File: src/design/circle_overlap_resolver_defines.svh
// Assertion macros shared by the circle overlap resolver modules.
// No dependencies; each using module must have clk and rst in scope.
`ifndef CIRCLE_OVERLAP_RESOLVER_DEFINES_SVH
`define CIRCLE_OVERLAP_RESOLVER_DEFINES_SVH

// condition must hold at every clock edge outside reset
`define COR_ASSERT_ALWAYS(label, cond, msg) \
  label: assert property (@(posedge clk) disable iff (rst) (cond)) else $error(msg);

// consequent must hold in the same cycle as the antecedent
`define COR_ASSERT_IMPLY(label, ante, cons, msg) \
  label: assert property (@(posedge clk) disable iff (rst) (ante) |-> (cons)) \
    else $error(msg);

`endif

File: src/design/cor_pkg.sv
// Shared widths, command codes, item types and saturation for the resolver.
// No dependencies; imported by every module of the block.
`timescale 1ns / 1ps
`default_nettype none

package cor_pkg;

  localparam int CoordW  = 16;  // Q11.4 centre
  localparam int RadW    = 12;  // Q8.4 radius / width
  localparam int AbsW    = 16;  // |first - second|
  localparam int MagW    = 13;  // |d| when the circles overlap
  localparam int D2W     = 27;  // squared distance when overlapping
  localparam int SumW    = 14;  // radius sum in Q.5
  localparam int SqW     = 44;  // radicand / root working width
  localparam int RootW   = 22;  // root digits
  localparam int DistW   = 21;  // distance in Q.12 when overlapping
  localparam int OvW     = 21;  // overlap in Q.12
  localparam int DenW    = 23;  // dist * f
  localparam int NumW    = 34;  // |d| * overlap
  localparam int DivNW   = 36;  // 2*num + den
  localparam int DivDW   = 24;  // 2*den
  localparam int DivCmpW = 37;
  localparam int QuotW   = 14;
  localparam int PosSumW = 18;

  localparam logic CMD_MUTUAL = 1'b0;
  localparam logic CMD_STATIC = 1'b1;

  // distance used when centres coincide: direction (+1, 0)
  localparam logic [DistW-1:0] UNIT_DIST = DistW'(256);

  localparam int DEF_MID_DEPTH = 8;
  localparam int DEF_OUT_DEPTH = 64;

  typedef struct packed {
    logic                     cmd;
    logic signed [CoordW-1:0] x1;
    logic signed [CoordW-1:0] y1;
    logic signed [CoordW-1:0] x2;
    logic signed [CoordW-1:0] y2;
    logic                     neg_x;
    logic                     neg_y;
    logic [MagW-1:0]          mag_x;
    logic [MagW-1:0]          mag_y;
    logic [D2W-1:0]           d2;
    logic [SumW-1:0]          s5;
    logic                     hit;
    logic                     zero;
  } mid_item_t;

  typedef struct packed {
    logic signed [CoordW-1:0] x1;
    logic signed [CoordW-1:0] y1;
    logic signed [CoordW-1:0] x2;
    logic signed [CoordW-1:0] y2;
    logic                     hit;
  } res_item_t;

  function automatic logic signed [CoordW-1:0] sat_coord(
    input logic signed [PosSumW-1:0] v
  );
    logic signed [CoordW-1:0] r;
    priority if (v[PosSumW-1:CoordW-1] == '0 || v[PosSumW-1:CoordW-1] == '1) begin
      r = v[CoordW-1:0];
    end else if (v[PosSumW-1]) begin
      r = {1'b1, {(CoordW-1){1'b0}}};
    end else begin
      r = {1'b0, {(CoordW-1){1'b1}}};
    end
    return r;
  endfunction

endpackage

`default_nettype wire

File: src/design/cor_out_queue.sv
// Result queue: memory with a registered read into the output register,
// plus the slot reservation that gates issue into the back end. Uses cor_pkg.
`timescale 1ns / 1ps
`default_nettype none

module cor_out_queue import cor_pkg::*; #(
  parameter int OUT_DEPTH = DEF_OUT_DEPTH
) (
  input  wire       clk,
  input  wire       rst,
  input  wire       issue,
  output logic      credit_ok,
  input  wire       wr_en,
  input  res_item_t wr_item,
  input  wire       pop,
  output logic      empty,
  output res_item_t rd_item
);

  `include "circle_overlap_resolver_defines.svh"

  localparam int PtrW = $clog2(OUT_DEPTH);
  localparam int CntW = $clog2(OUT_DEPTH + 1);

  res_item_t mem [OUT_DEPTH];
  logic [PtrW-1:0] wr_ptr, rd_ptr;
  logic [CntW-1:0] cnt, reserved;
  logic out_valid, pop_fire, load;

  assign empty     = !out_valid;
  assign pop_fire  = pop && out_valid;
  assign load      = (cnt != '0) && (!out_valid || pop_fire);
  assign credit_ok = (reserved < CntW'(OUT_DEPTH));

  always_ff @(posedge clk) begin
    if (wr_en) begin
      mem[wr_ptr] <= wr_item;
    end
    if (load) begin
      rd_item <= mem[rd_ptr];
    end
  end

  always_ff @(posedge clk) begin
    if (rst) begin
      wr_ptr    <= '0;
      rd_ptr    <= '0;
      cnt       <= '0;
      reserved  <= '0;
      out_valid <= 1'b0;
    end else begin
      if (wr_en) begin
        wr_ptr <= (wr_ptr == PtrW'(OUT_DEPTH - 1)) ? '0 : wr_ptr + PtrW'(1);
      end
      if (load) begin
        rd_ptr <= (rd_ptr == PtrW'(OUT_DEPTH - 1)) ? '0 : rd_ptr + PtrW'(1);
      end
      if (wr_en && !load) begin
        cnt <= cnt + CntW'(1);
      end else if (!wr_en && load) begin
        cnt <= cnt - CntW'(1);
      end
      if (issue && !pop_fire) begin
        reserved <= reserved + CntW'(1);
      end else if (!issue && pop_fire) begin
        reserved <= reserved - CntW'(1);
      end
      if (load) begin
        out_valid <= 1'b1;
      end else if (pop_fire) begin
        out_valid <= 1'b0;
      end
    end
  end

  `COR_ASSERT_IMPLY(a_mem_room, wr_en && !load, cnt < CntW'(OUT_DEPTH),
    "result memory overflow")
  `COR_ASSERT_ALWAYS(a_reserve_cover,
    (CntW+1)'(cnt) + (CntW+1)'(out_valid) <= (CntW+1)'(reserved),
    "result held without a reserved slot")

endmodule

`default_nettype wire
File: config.mk
export PLATFORM = sky130hd
export DESIGN_NAME = cor_out_queue
export DESIGN_NICKNAME = d
export VERILOG_FILES = /design/src/design/cor_pkg.sv /design/src/design/cor_out_queue.sv
export VERILOG_INCLUDE_DIRS = /design/src /design/src/design
export SDC_FILE = /design/constraint.sdc
export NUM_CORES = 2
export LEC_CHECK = 0
export BUFFER_PORTS_ARGS = -buffer_cell sky130_fd_sc_hd__buf_2
export CAP_MARGIN = 5
export CORE_MARGIN = 1
export CORE_UTILIZATION = 40
export DETAILED_ROUTE_END_ITERATION = 10
export GPL_TIMING_DRIVEN = 0
export HOLD_SLACK_MARGIN = 0.05
export MAX_ROUTING_LAYER = met4
export PLACE_DENSITY = 0.65
export SETUP_SLACK_MARGIN = 0.5
export SYNTH_ARGS = -nofsm -noshare
export SYNTH_HDL_FRONTEND = slang
export SYNTH_MEMORY_MAX_BITS = 65536
export SYNTH_SLANG_ARGS = --single-unit
File: constraint.sdc
create_clock -name clk -period 10.1 [get_ports clk]
set_clock_uncertainty 0.2 [all_clocks]
set_input_delay 0.505 -clock clk [delete_from_list [all_inputs] [get_ports clk]]
set_output_delay 0.505 -clock clk [all_outputs]
set_load 0.05 [all_outputs]
==> impl_metrics.json <==
{
  "gr-total-overflow": 0,
  "ir_drop_uv": 185.2,
  "clk_pin_slew_worst_paths_ns": 0.06,
  "synth_area_mm2": 0.1608,
  "pwr-share-clk_pct": 32.9,
  "slew_viol_final": 0,
  "grt_antenna_before_repair": 46,
  "synthFlopType": "edfxtp_1",
  "worst-path-buf-inv": 4,
  "hold_path_class": "in -> reg",
  "p_leak_uw": 0.05700,
  "cts_tree": "done",
  "syn_avg_cell_area_um2": 23.39,
  "synth_cell_type_count": 60,
  "core-area_mm2": 0.3997,
  "clkLatencyLatePin_ns": 1.01,
  "clock_path_buffers": 4,
  "vias": 82250,
  "drtIter0Drc": 13130,
  "cp_data_arrival_time_ns": 6.19,
  "final_area_mm2": 0.1866,
  "die_w_um": 636.1,
  "io_pins": 137,
  "netSwitchingPower_uw": 13070,
  "startpoint_type": "register",
  "totalWireLength_um": 479100,
  "p_seq_share_pct": 43.9,
  "die_y_um": 636.1,
  "pwr-share-comb_pct": 23.2,
  "worst_slew_pin_slew_ns": 1.498,
  "ff2ff_setup_slack_ns": 4.26,
  "firstDrtPassIters": 8,
  "finalCritPeriodShare_pct": 57.78,
  "gp_congestion": 0.8469,
  "yosys_warnings": 0,
  "endpoint_kind": "register",
  "start_util_pct": 40.23,
  "hold_viol_final": 0,
  "syn_nets": 6961,
  "layout_setup_ws_ns": 4.264,
  "reg2reg_from": "rd_ptr[1]$_SDFFE_PP0P_",
  "r2r-end": "rd_item[63]$_DFFE_PP_",
  "syn_inst": 6875,
  "p_per_area_mw_per_mm2": 241.7,
  "final_antenna_net_count": 0,
  "timing.slew.headroom_pct": 0.1297,
  "grt_max_degree": 65,
  "wire_per_inst_um": 36.02,
  "status": "complete, but fails checks",
  "cts_htree_levels": 5,
  "synth_seq_area_share_pct": 79.23,
  "period_needed_ns": 5.836,
  "crit_path_max_fanout": 11,
  "design.die.area_mm2": 0.4046,
  "drc": 0,
  "cts_inserted_buffers": 407,
  "nets": 7765,
  "dpl-instance-area_mm2": 0.1735,
  "violations": "max-capacitance violations",
  "worstSetupPathType": "reg -> reg",
  "grt_usage_pct": 23.92,
  "root_buffer": "clkbuf_16",
  "switching_share_pct": 28.98,
  "synth_edf_count": 4225,
  "hold_path_end": "mem[5][44]$_DFFE_PP_",
  "crit_chain": "buf_2, clkbuf_1, buf_2, clkbuf_1, mux4_2, a221oi_1, o221ai_1",
  "hold_depth": 1,
  "rsz0062_at_grt": "no",
  "cp.required_ns": 10.45,
  "cpPeakStageDelay_ns": 1.14,
  "ff2ff_path_depth": 7,
  "critPathLaunch": "rd_ptr[1]$_SDFFE_PP0P_",
  "area_growth_pct": 16.00,
  "crit_slowest_cell": "clkbuf_1",
  "min_from": "wr_item[44]",
  "port_buffers": 135,
  "finalSetupViolCount": 0,
  "maxCapViolations": 2,
  "rows": 232,
  "grt_pass1_vias": 80720,
  "fmax_mhz": 171.4,
  "via_per_inst": 6.184,
  "synth_seq_cells": 4252,
  "place_ws_ns": 4.657,
  "crit_family": "buffers and inverters",
  "intPower_uw": 32020,
  "async_reset_ff_share_pct": 0,
  "hpwl_um": 318900,
  "layout-drive-gt1-share_pct": 26.97,
  "grt_pass1_wl_um": 653500,
  "cts.sinks": 4252
}
[cell usage after synthesis (17+ instances only)]
library cell,instances,area [um2]
a22o_1,96,840.8
mux4_2,978,22030
a21oi_1,54,270.3
edfxtp_1,4225,126900
o21ai_0,41,205.2
buf_6,34,382.9
o221ai_1,76,665.6
a221oi_1,104,910.9
a211oi_1,73,548.0
a22oi_1,125,938.4
buf_1,22,82.58
buf_4,43,322.8
clkbuf_1,205,769.5
buf_2,92,460.4
o21ai_1,17,85.08
mux2i_1,238,2382
dfxtp_1,27,540.5
o22ai_1,44,275.3
nor2_1,122,457.9
a211o_1,17,148.9
nand2_1,51,191.4
[cell usage in the layout, fill, tap and decap left out, types with 13 or more instances in the layout]
master         Yosys  layout
nand3_1           14      14
clkinv_2           0      77
edfxtp_1        4225    4225
bufinv_16          0      27
dlygate4sd3_1      0      15
a211o_1           17      17
ha_1              14      14
clkinv_1           0     102
nand2_1           51      51
mux2i_1          238     238
dfxtp_1           27      27
buf_4             43      45
nor2_4             0      62
buf_16             0      48
clkbuf_1         205     281
or3_1             14      14
o22ai_1           44      44
a22o_1            96      96
mux4_2           978     978
buf_2             92     228
diode_2            0      28
and4_1            15      15
buf_12             0     161
a21oi_1           54      54
nor3_1            15      13
a22oi_1          125     125
o21ai_0           41      41
a211oi_1          73      73
buf_1             22      21
a221oi_1         104     104
clkbuf_16          0     413
buf_6             34      56
a221o_1           14      14
nor2_1           122      60
o21ai_1           17      17
o221ai_1          76      76
[stage by stage]
step	util [%]	hold WS, ns	cells	power [uW]	TNS [ns]
floorplan	-	0.2532	6875	26750	0
global placement	42.05	0.2859	12280	30430	-955.37
detailed placement	43.40	0.2858	12510	30570	0
CTS	46.61	0.05330	13260	45160	0
global route	46.67	0.1310	13300	46140	0
finish	46.67	0.09079	13300	45090	0
[metal layers]
| layer | GRT usage, % | vias up | wire [um] |
|---|---|---|---|
| li1 | - | 31430 | - |
| met1 | 30.31 | 43760 | 171200 |
| met2 | 36.62 | 5863 | 223600 |
| met3 | 5.283 | 1198 | 55280 |
| met4 | 11.82 | 0 | 29050 |
| met5 | - | - | 0 |
[worst max path at each step]
stage / to / cells after the start
3_5_place_dp: rd_item[63]$_DFFE_PP_ / 7
3_3_place_gp: mem[47][30]$_DFFE_PP_ / 4
5_1_grt: rd_item[63]$_DFFE_PP_ / 7
2_1_floorplan: mem[47][0]$_DFFE_PP_ / 3
6_report: rd_item[63]$_DFFE_PP_ / 7
4_1_cts: rd_item[63]$_DFFE_PP_ / 7
[sequential cells by signal, summed over array words and instances, names as in the netlist]
register	count
mem	4160
rd_ptr	6
rd_item	65
cnt	7
reserved	7
wr_ptr	6
out_valid	1
[power by group through the flow]
stage / sequential (uW) / clock (uW) / combinational [uW]
after CTS: 19800 / 14900 / 10400
after floorplan: 20700 / 0 / 6090
after detailed placement: 20200 / 0 / 10400
final: 19800 / 14800 / 10500
after global placement: 20200 / 0 / 10200
after global routing: 19800 / 15500 / 10800
[timing repair]
action / 4_1_cts / 5_1_grt
setup endpoints to repair: 0 / 0
buffers inserted: 0 / 0
hold buffers: 12 / 3
endpoints found under the hold margin: 145 / 78
resized for setup: 0 / 0
[final cells by class]
type | instances | area [um2]
repair buffers | 395 | 5823
clock buffers | 497 | 10630
plain buffers | 396 | 2033
clock inverters | 241 | 2116
flip-flops and latches | 4252 | 127400
well taps | 5265 | 6588
fillers | 31760 | 213200
inverters | 13 | 48.80
multi-input cells | 2214 | 31830
diodes | 28 | 70.07
[logic make-up after synthesis]
| family | synth area share [%] |
|---|---|
| and+or+nand+nor | 0.8527 |
| buffers and inverters | 1.285 |
| AOI/OAI and AO/OA | 3.236 |
| DFF | 79.23 |
| muxes | 15.18 |
| adders and majority gates | 0.1338 |
| xor gates and xnor gates | 0.08169 |
[worst register-to-register path, cell delays in order, from the launching register on]
cell and delay (ns):
dfxtp_1 0.34, buf_2 0.48, clkbuf_1 1.14, buf_2 0.65, clkbuf_1 1.06, mux4_2 0.46, a221oi_1 0.51, o221ai_1 0.54
No activity file was read; power rests on OpenSTA's default activity.
