**config.mk**
```make
export PLATFORM = sky130hd
export DESIGN_NAME = cor_front
export DESIGN_NICKNAME = d
export VERILOG_FILES = /design/src/design/cor_pkg.sv /design/src/design/cor_front.sv
export VERILOG_INCLUDE_DIRS = /design/src /design/src/design
export SDC_FILE = /design/constraint.sdc
export NUM_CORES = 2
export LEC_CHECK = 0
export BUFFER_PORTS_ARGS = -buffer_cell sky130_fd_sc_hd__buf_2
export CORE_ASPECT_RATIO = 1.4
export CORE_MARGIN = 3
export CORE_UTILIZATION = 60
export CTS_CLUSTER_DIAMETER = 40
export DETAILED_ROUTE_END_ITERATION = 12
export HOLD_SLACK_MARGIN = 0.03
export PLACE_DENSITY = 0.77
export SETUP_SLACK_MARGIN = 0.05
export SYNTH_ARGS = -nofsm -noshare
export SYNTH_HDL_FRONTEND = slang
export SYNTH_SLANG_ARGS = --single-unit
```
**constraint.sdc**
```tcl
create_clock -name clk -period 18.5 [get_ports clk]
set_clock_uncertainty 0.1 [all_clocks]
set_input_delay 3.7 -clock clk [delete_from_list [all_inputs] [get_ports clk]]
set_output_delay 3.7 -clock clk [all_outputs]
set_load 0.005 [all_outputs]
```
**src/design/circle_overlap_resolver_defines.svh**
```systemverilog
// Assertion macros shared by the circle overlap resolver modules.
// No dependencies; each using module must have clk and rst in scope.
`ifndef CIRCLE_OVERLAP_RESOLVER_DEFINES_SVH
`define CIRCLE_OVERLAP_RESOLVER_DEFINES_SVH

// condition must hold at every clock edge outside reset
`define COR_ASSERT_ALWAYS(label, cond, msg) \
  label: assert property (@(posedge clk) disable iff (rst) (cond)) else $error(msg);

// consequent must hold in the same cycle as the antecedent
`define COR_ASSERT_IMPLY(label, ante, cons, msg) \
  label: assert property (@(posedge clk) disable iff (rst) (ante) |-> (cons)) \
    else $error(msg);

`endif

```
**src/design/cor_pkg.sv**
```systemverilog
// Shared widths, command codes, item types and saturation for the resolver.
// No dependencies; imported by every module of the block.
`timescale 1ns / 1ps
`default_nettype none

package cor_pkg;

  localparam int CoordW  = 16;  // Q11.4 centre
  localparam int RadW    = 12;  // Q8.4 radius / width
  localparam int AbsW    = 16;  // |first - second|
  localparam int MagW    = 13;  // |d| when the circles overlap
  localparam int D2W     = 27;  // squared distance when overlapping
  localparam int SumW    = 14;  // radius sum in Q.5
  localparam int SqW     = 44;  // radicand / root working width
  localparam int RootW   = 22;  // root digits
  localparam int DistW   = 21;  // distance in Q.12 when overlapping
  localparam int OvW     = 21;  // overlap in Q.12
  localparam int DenW    = 23;  // dist * f
  localparam int NumW    = 34;  // |d| * overlap
  localparam int DivNW   = 36;  // 2*num + den
  localparam int DivDW   = 24;  // 2*den
  localparam int DivCmpW = 37;
  localparam int QuotW   = 14;
  localparam int PosSumW = 18;

  localparam logic CMD_MUTUAL = 1'b0;
  localparam logic CMD_STATIC = 1'b1;

  // distance used when centres coincide: direction (+1, 0)
  localparam logic [DistW-1:0] UNIT_DIST = DistW'(256);

  localparam int DEF_MID_DEPTH = 8;
  localparam int DEF_OUT_DEPTH = 64;

  typedef struct packed {
    logic                     cmd;
    logic signed [CoordW-1:0] x1;
    logic signed [CoordW-1:0] y1;
    logic signed [CoordW-1:0] x2;
    logic signed [CoordW-1:0] y2;
    logic                     neg_x;
    logic                     neg_y;
    logic [MagW-1:0]          mag_x;
    logic [MagW-1:0]          mag_y;
    logic [D2W-1:0]           d2;
    logic [SumW-1:0]          s5;
    logic                     hit;
    logic                     zero;
  } mid_item_t;

  typedef struct packed {
    logic signed [CoordW-1:0] x1;
    logic signed [CoordW-1:0] y1;
    logic signed [CoordW-1:0] x2;
    logic signed [CoordW-1:0] y2;
    logic                     hit;
  } res_item_t;

  function automatic logic signed [CoordW-1:0] sat_coord(
    input logic signed [PosSumW-1:0] v
  );
    logic signed [CoordW-1:0] r;
    priority if (v[PosSumW-1:CoordW-1] == '0 || v[PosSumW-1:CoordW-1] == '1) begin
      r = v[CoordW-1:0];
    end else if (v[PosSumW-1]) begin
      r = {1'b1, {(CoordW-1){1'b0}}};
    end else begin
      r = {1'b0, {(CoordW-1){1'b1}}};
    end
    return r;
  endfunction

endpackage

`default_nettype wire

```
**src/design/cor_front.sv**
```systemverilog
// Front end: takes items, forms differences, squares and the overlap test,
// and holds classified items in a short queue. Depends on cor_pkg.
`timescale 1ns / 1ps
`default_nettype none

module cor_front import cor_pkg::*; #(
  parameter int MID_DEPTH = DEF_MID_DEPTH
) (
  input  wire                     clk,
  input  wire                     rst,
  input  wire                     push,
  output logic                    full,
  input  wire                     command,
  input  wire signed [CoordW-1:0] first_x,
  input  wire signed [CoordW-1:0] first_y,
  input  wire        [RadW-1:0]   first_radius,
  input  wire signed [CoordW-1:0] second_x,
  input  wire signed [CoordW-1:0] second_y,
  input  wire        [RadW-1:0]   second_extent,
  output logic                    q_valid,
  input  wire                     q_take,
  output mid_item_t               q_item
);

  `include "circle_overlap_resolver_defines.svh"

  localparam int PtrW = $clog2(MID_DEPTH);
  localparam int CntW = $clog2(MID_DEPTH + 1);

  logic accept;
  logic [CntW-1:0] qres, qres_next;   // items taken in and not yet handed on

  assign full   = (qres == CntW'(MID_DEPTH));
  assign accept = push && !full;

  // stage 1: differences and radius sum
  logic [AbsW:0] dx_u, dy_u, adx_w, ady_w;
  logic [SumW-1:0] s5_w;
  logic [SumW-2:0] rsum;

  always_comb begin
    dx_u  = {first_x[CoordW-1], first_x} - {second_x[CoordW-1], second_x};
    dy_u  = {first_y[CoordW-1], first_y} - {second_y[CoordW-1], second_y};
    adx_w = dx_u[AbsW] ? (~dx_u + (AbsW+1)'(1)) : dx_u;
    ady_w = dy_u[AbsW] ? (~dy_u + (AbsW+1)'(1)) : dy_u;
    rsum  = (SumW-1)'(first_radius) + (SumW-1)'(second_extent);
    if (command == CMD_STATIC) begin
      s5_w = {1'b0, first_radius, 1'b0} + SumW'(second_extent);
    end else begin
      s5_w = {rsum, 1'b0};
    end
  end

  logic v1;
  logic s1_cmd, s1_negx, s1_negy;
  logic signed [CoordW-1:0] s1_x1, s1_y1, s1_x2, s1_y2;
  logic [AbsW-1:0] s1_adx, s1_ady;
  logic [SumW-1:0] s1_s5;

  always_ff @(posedge clk) begin
    if (rst) begin
      v1 <= 1'b0;
    end else begin
      v1 <= accept;
    end
    s1_cmd  <= command;
    s1_x1   <= first_x;
    s1_y1   <= first_y;
    s1_x2   <= second_x;
    s1_y2   <= second_y;
    s1_negx <= dx_u[AbsW];
    s1_negy <= dy_u[AbsW];
    s1_adx  <= adx_w[AbsW-1:0];
    s1_ady  <= ady_w[AbsW-1:0];
    s1_s5   <= s5_w;
  end

  // stage 2: squares
  logic v2;
  logic s2_cmd, s2_negx, s2_negy;
  logic signed [CoordW-1:0] s2_x1, s2_y1, s2_x2, s2_y2;
  logic [AbsW-1:0] s2_adx, s2_ady;
  logic [SumW-1:0] s2_s5;
  logic [2*AbsW-1:0] s2_sqx, s2_sqy;
  logic [2*SumW-1:0] s2_s5sq;

  always_ff @(posedge clk) begin
    if (rst) begin
      v2 <= 1'b0;
    end else begin
      v2 <= v1;
    end
    s2_cmd  <= s1_cmd;
    s2_x1   <= s1_x1;
    s2_y1   <= s1_y1;
    s2_x2   <= s1_x2;
    s2_y2   <= s1_y2;
    s2_negx <= s1_negx;
    s2_negy <= s1_negy;
    s2_adx  <= s1_adx;
    s2_ady  <= s1_ady;
    s2_s5   <= s1_s5;
    s2_sqx  <= s1_adx * s1_adx;
    s2_sqy  <= s1_ady * s1_ady;
    s2_s5sq <= s1_s5 * s1_s5;
  end

  // classify: exact overlap test 4*d2 < s5^2
  logic [2*AbsW:0] d2_w;
  logic hit_w;
  mid_item_t w_item;

  always_comb begin
    d2_w  = (2*AbsW+1)'(s2_sqx) + (2*AbsW+1)'(s2_sqy);
    hit_w = {d2_w, 2'b00} < (2*AbsW+3)'(s2_s5sq);
    w_item.cmd   = s2_cmd;
    w_item.x1    = s2_x1;
    w_item.y1    = s2_y1;
    w_item.x2    = s2_x2;
    w_item.y2    = s2_y2;
    w_item.neg_x = s2_negx;
    w_item.neg_y = s2_negy;
    w_item.hit   = hit_w;
    w_item.zero  = (d2_w == '0);
    if (!hit_w) begin
      w_item.mag_x = '0;
      w_item.mag_y = '0;
      w_item.d2    = '0;
      w_item.s5    = '0;
    end else if (d2_w == '0) begin
      w_item.mag_x = MagW'(1);
      w_item.mag_y = '0;
      w_item.d2    = '0;
      w_item.s5    = s2_s5;
    end else begin
      w_item.mag_x = s2_adx[MagW-1:0];
      w_item.mag_y = s2_ady[MagW-1:0];
      w_item.d2    = d2_w[D2W-1:0];
      w_item.s5    = s2_s5;
    end
  end

  // item queue toward the back end
  mid_item_t qmem [MID_DEPTH];
  logic [PtrW-1:0] wr_ptr, rd_ptr;
  logic [CntW-1:0] cnt;
  logic take;

  assign q_valid = (cnt != '0);
  assign take    = q_take && q_valid;
  assign q_item  = qmem[rd_ptr];

  always_comb begin
    qres_next = qres;
    if (accept) begin
      qres_next = qres_next + CntW'(1);
    end
    if (take) begin
      qres_next = qres_next - CntW'(1);
    end
  end

  always_ff @(posedge clk) begin
    if (v2) begin
      qmem[wr_ptr] <= w_item;
    end
  end

  always_ff @(posedge clk) begin
    if (rst) begin
      wr_ptr <= '0;
      rd_ptr <= '0;
      cnt    <= '0;
      qres   <= '0;
    end else begin
      qres <= qres_next;
      if (v2) begin
        wr_ptr <= (wr_ptr == PtrW'(MID_DEPTH - 1)) ? '0 : wr_ptr + PtrW'(1);
      end
      if (take) begin
        rd_ptr <= (rd_ptr == PtrW'(MID_DEPTH - 1)) ? '0 : rd_ptr + PtrW'(1);
      end
      if (v2 && !take) begin
        cnt <= cnt + CntW'(1);
      end else if (!v2 && take) begin
        cnt <= cnt - CntW'(1);
      end
    end
  end

  `COR_ASSERT_IMPLY(a_queue_room, v2, cnt < CntW'(MID_DEPTH), "front queue overflow")
  `COR_ASSERT_ALWAYS(a_reserve_match,
    (CntW+1)'(qres) == (CntW+1)'(cnt) + (CntW+1)'(v1) + (CntW+1)'(v2),
    "front reservation count out of step")

endmodule

`default_nettype wire

```
==> flow_metrics.py <==
metrics = {
    "status": {
        "status": "finished clean",
    },
    "final_layout": {
        "stdcell_area_mm2": 0.0819,
        "area_growth_pct": 10.8,
        "drive_gt1_share_pct": 17.4,
        "fin_nets": 6448,
        "fin_cells": 7242,
    },
    "cts": {
        "clock_sinks": 1413,
        "hold_buffers": 0,
        "path_clk_slew_ps": 70,
        "numCtsBuffers": 143,
        "cts_tree": "done",
        "post_cts_buffers": 0,
        "cts_resized": 0,
        "h-tree-depth": 4,
        "cts_buffer_depth": 3,
        "clkLatencyLatePin_ps": 780,
        "cts_root_buf": "clkbuf_16",
    },
    "worst_setup_path": {
        "end_kind": "primary output",
        "crit_path_start_kind": "flip-flop",
        "worstPathRequired_ps": 14700,
        "critPathMaxFanout": 69,
        "worst-setup-path-type": "reg2out",
        "r2r_start": "s1_adx[6]",
        "cp.arrival_ps": 5110,
    },
    "sta": {
        "rsz0062_at_grt": "false",
        "hold_viol_final": 0,
        "max_slew.worst_pin.slew_ps": 1390,
        "slew_viol_final": 0,
        "fin_ws_ps": 9590,
        "min_period_ps": 8910,
        "finalSetupViolCount": 0,
        "relSlewSlack_pct": 5.93,
        "clock.fmax_ghz": 0.112,
        "final.period_utilization_pct": 48.2,
        "setup_tns_ps": 0,
    },
    "synthesis": {
        "synth.most_common_cell": "edfxtp_1",
        "syn_inst": 5236,
        "yosys-top-cells-area": "edfxtp_1, fa_1, dfxtp_1, mux4_2, ha_1",
        "synthFlopType": "edfxtp_1",
        "ys_ff_latch": 1413,
        "synth.largest_area_cell": "edfxtp_1",
        "yosysWarnings": 0,
        "synth_top_area_share_pct": 44.2,
        "synth_edf_count": 1088,
        "postSynthAreaPerCell_um2": 14.1,
        "synth_cell_type_count": 82,
        "synth_area_mm2": 0.0739,
        "ys_seq_area_share_pct": 53.0,
        "yosys-top-cells-count": "edfxtp_1, inv_1, fa_1",
        "async_reset_ff_share_pct": 0,
    },
    "routing": {
        "vias": 42900,
        "wl_met3_um": 12400,
        "avgViaCountPerCell": 5.93,
        "drt-total-wl_um": 165000,
        "drt-met1-wl_um": 61000,
        "remaining_drc_errors": 0,
        "ant_nets": 0,
        "highest_layer": "met5",
        "route.met2.wl_um": 86100,
        "drt-initial-drc-count": 3448,
        "drtPass1Iterations": 6,
        "wire_per_inst_um": 22.8,
    },
    "global_routing": {
        "gr-total-overflow": 0,
        "track_usage_pct": 26.4,
        "grt_max_degree": 118,
        "antenna_found_initial": 10,
        "first_global_vias": 45400,
        "grt_pass1_wl_um": 257000,
    },
    "placed_design": {
        "gp_congestion": 0.898,
        "hpwl_um": 107000,
        "place_inst": 6965,
        "dp_slack_ps": 10440,
        "port_buffers": 230,
        "dpl_cell_area_mm2": 0.0769,
    },
    "hold_path": {
        "min_path_type": "reg2reg",
        "min-delay-start": "s1_y1[6]",
    },
    "floorplan": {
        "row_count": 151,
        "die-height_um": 421,
        "io_pins": 231,
        "start_util_pct": 60.7,
        "die_area_mm2": 0.127,
        "core_region_area_mm2": 0.122,
        "die_w_um": 303,
    },
    "job": {
        "drv_cap": 0,
    },
}
## routing by layer
layer / global-route usage, % / vias up
li1: - / 19000
met1: 33.1 / 21900
met2: 46.3 / 1703
met3: 4.63 / 337
met4: 9.24 / 2
met5: 0 / -
## kinds of logic (layout without fill, tap and decap cells)
kind of cell,Yosys count,after routing,share of synthesized area [%]
flip-flops,1413,1413,53.0
AO/OA/AOI/OAI,490,490,4.36
XOR/XNOR,173,173,2.05
buffers and inverters,995,1377,5.08
multiplexers,429,429,10.7
adder cells (fa/ha/maj),851,851,18.9
AND/OR/NAND/NOR,884,884,5.88
other,1,19,0.00508
## cells in the final DEF, fill, tap and decap left out, drive strengths merged, types with 11 or more instances in the layout
| cell type | instances |
|---|---|
| or2 | 22 |
| inv | 846 |
| a31oi | 13 |
| o21a | 31 |
| a211oi | 21 |
| mux2 | 149 |
| xnor2 | 123 |
| mux4 | 272 |
| a21oi | 138 |
| o21ai | 99 |
| buf | 283 |
| edfxtp | 1088 |
| diode | 11 |
| nor4 | 13 |
| nand2 | 282 |
| ha | 407 |
| o211ai | 18 |
| o21bai | 19 |
| and2 | 107 |
| clkinv | 45 |
| nor3 | 69 |
| a21o | 43 |
| nand2b | 26 |
| o31ai | 14 |
| xor2 | 50 |
| nand4 | 24 |
| and3 | 12 |
| nor2b | 27 |
| nand3 | 35 |
| nor4b | 29 |
| bufinv | 11 |
| fa | 444 |
| dfxtp | 325 |
| clkbuf | 187 |
| nor2 | 197 |
## final timing paths
path | depth (start not counted) | end | slack [ps]
worst min register to register | 0 | s2_y1[6] | 220
worst max-delay path | 6 | q_item[68] | 9590
worst max register to register | 21 | s2_sqx[31] | 11430
worst min-delay path | 0 | s2_y1[6] | 220
## critical path: stages (launching register included)
cell and delay (ps):
dfxtp_4 1040, buf_4 770, buf_4 640, buf_4 830
mux4_2 430, mux2_2 280, buf_2 150
## through the flow
stage          hold WS (ps)  util, %
6_report                216     67.3
3_5_place_dp            212     63.2
4_1_cts                 217     67.3
2_1_floorplan           210        -
5_1_grt                 223     67.3
3_3_place_gp            210     63.2
## registers in the layout (all words and copies together) (netlist names), 27 cells and up, named ones only
signal	count
s2_sqy	31
qmem	1088
s2_sqx	31
s2_s5sq	27
## final cells by class
cell class                 instances  area, µm²
tap                             1606       2010
multi-input combinational       2835      31000
timing repair buffer             283       1590
antenna                           11       27.5
fill                            8129      39800
sequential                      1413      39200
clock inverter                    79       1000
clock buffer                     187       3920
inverter                         828       3110
Power is left out: the tool's default activity adds up to more than one toggle a clock period on the data nets, which glitch-free logic cannot reach.
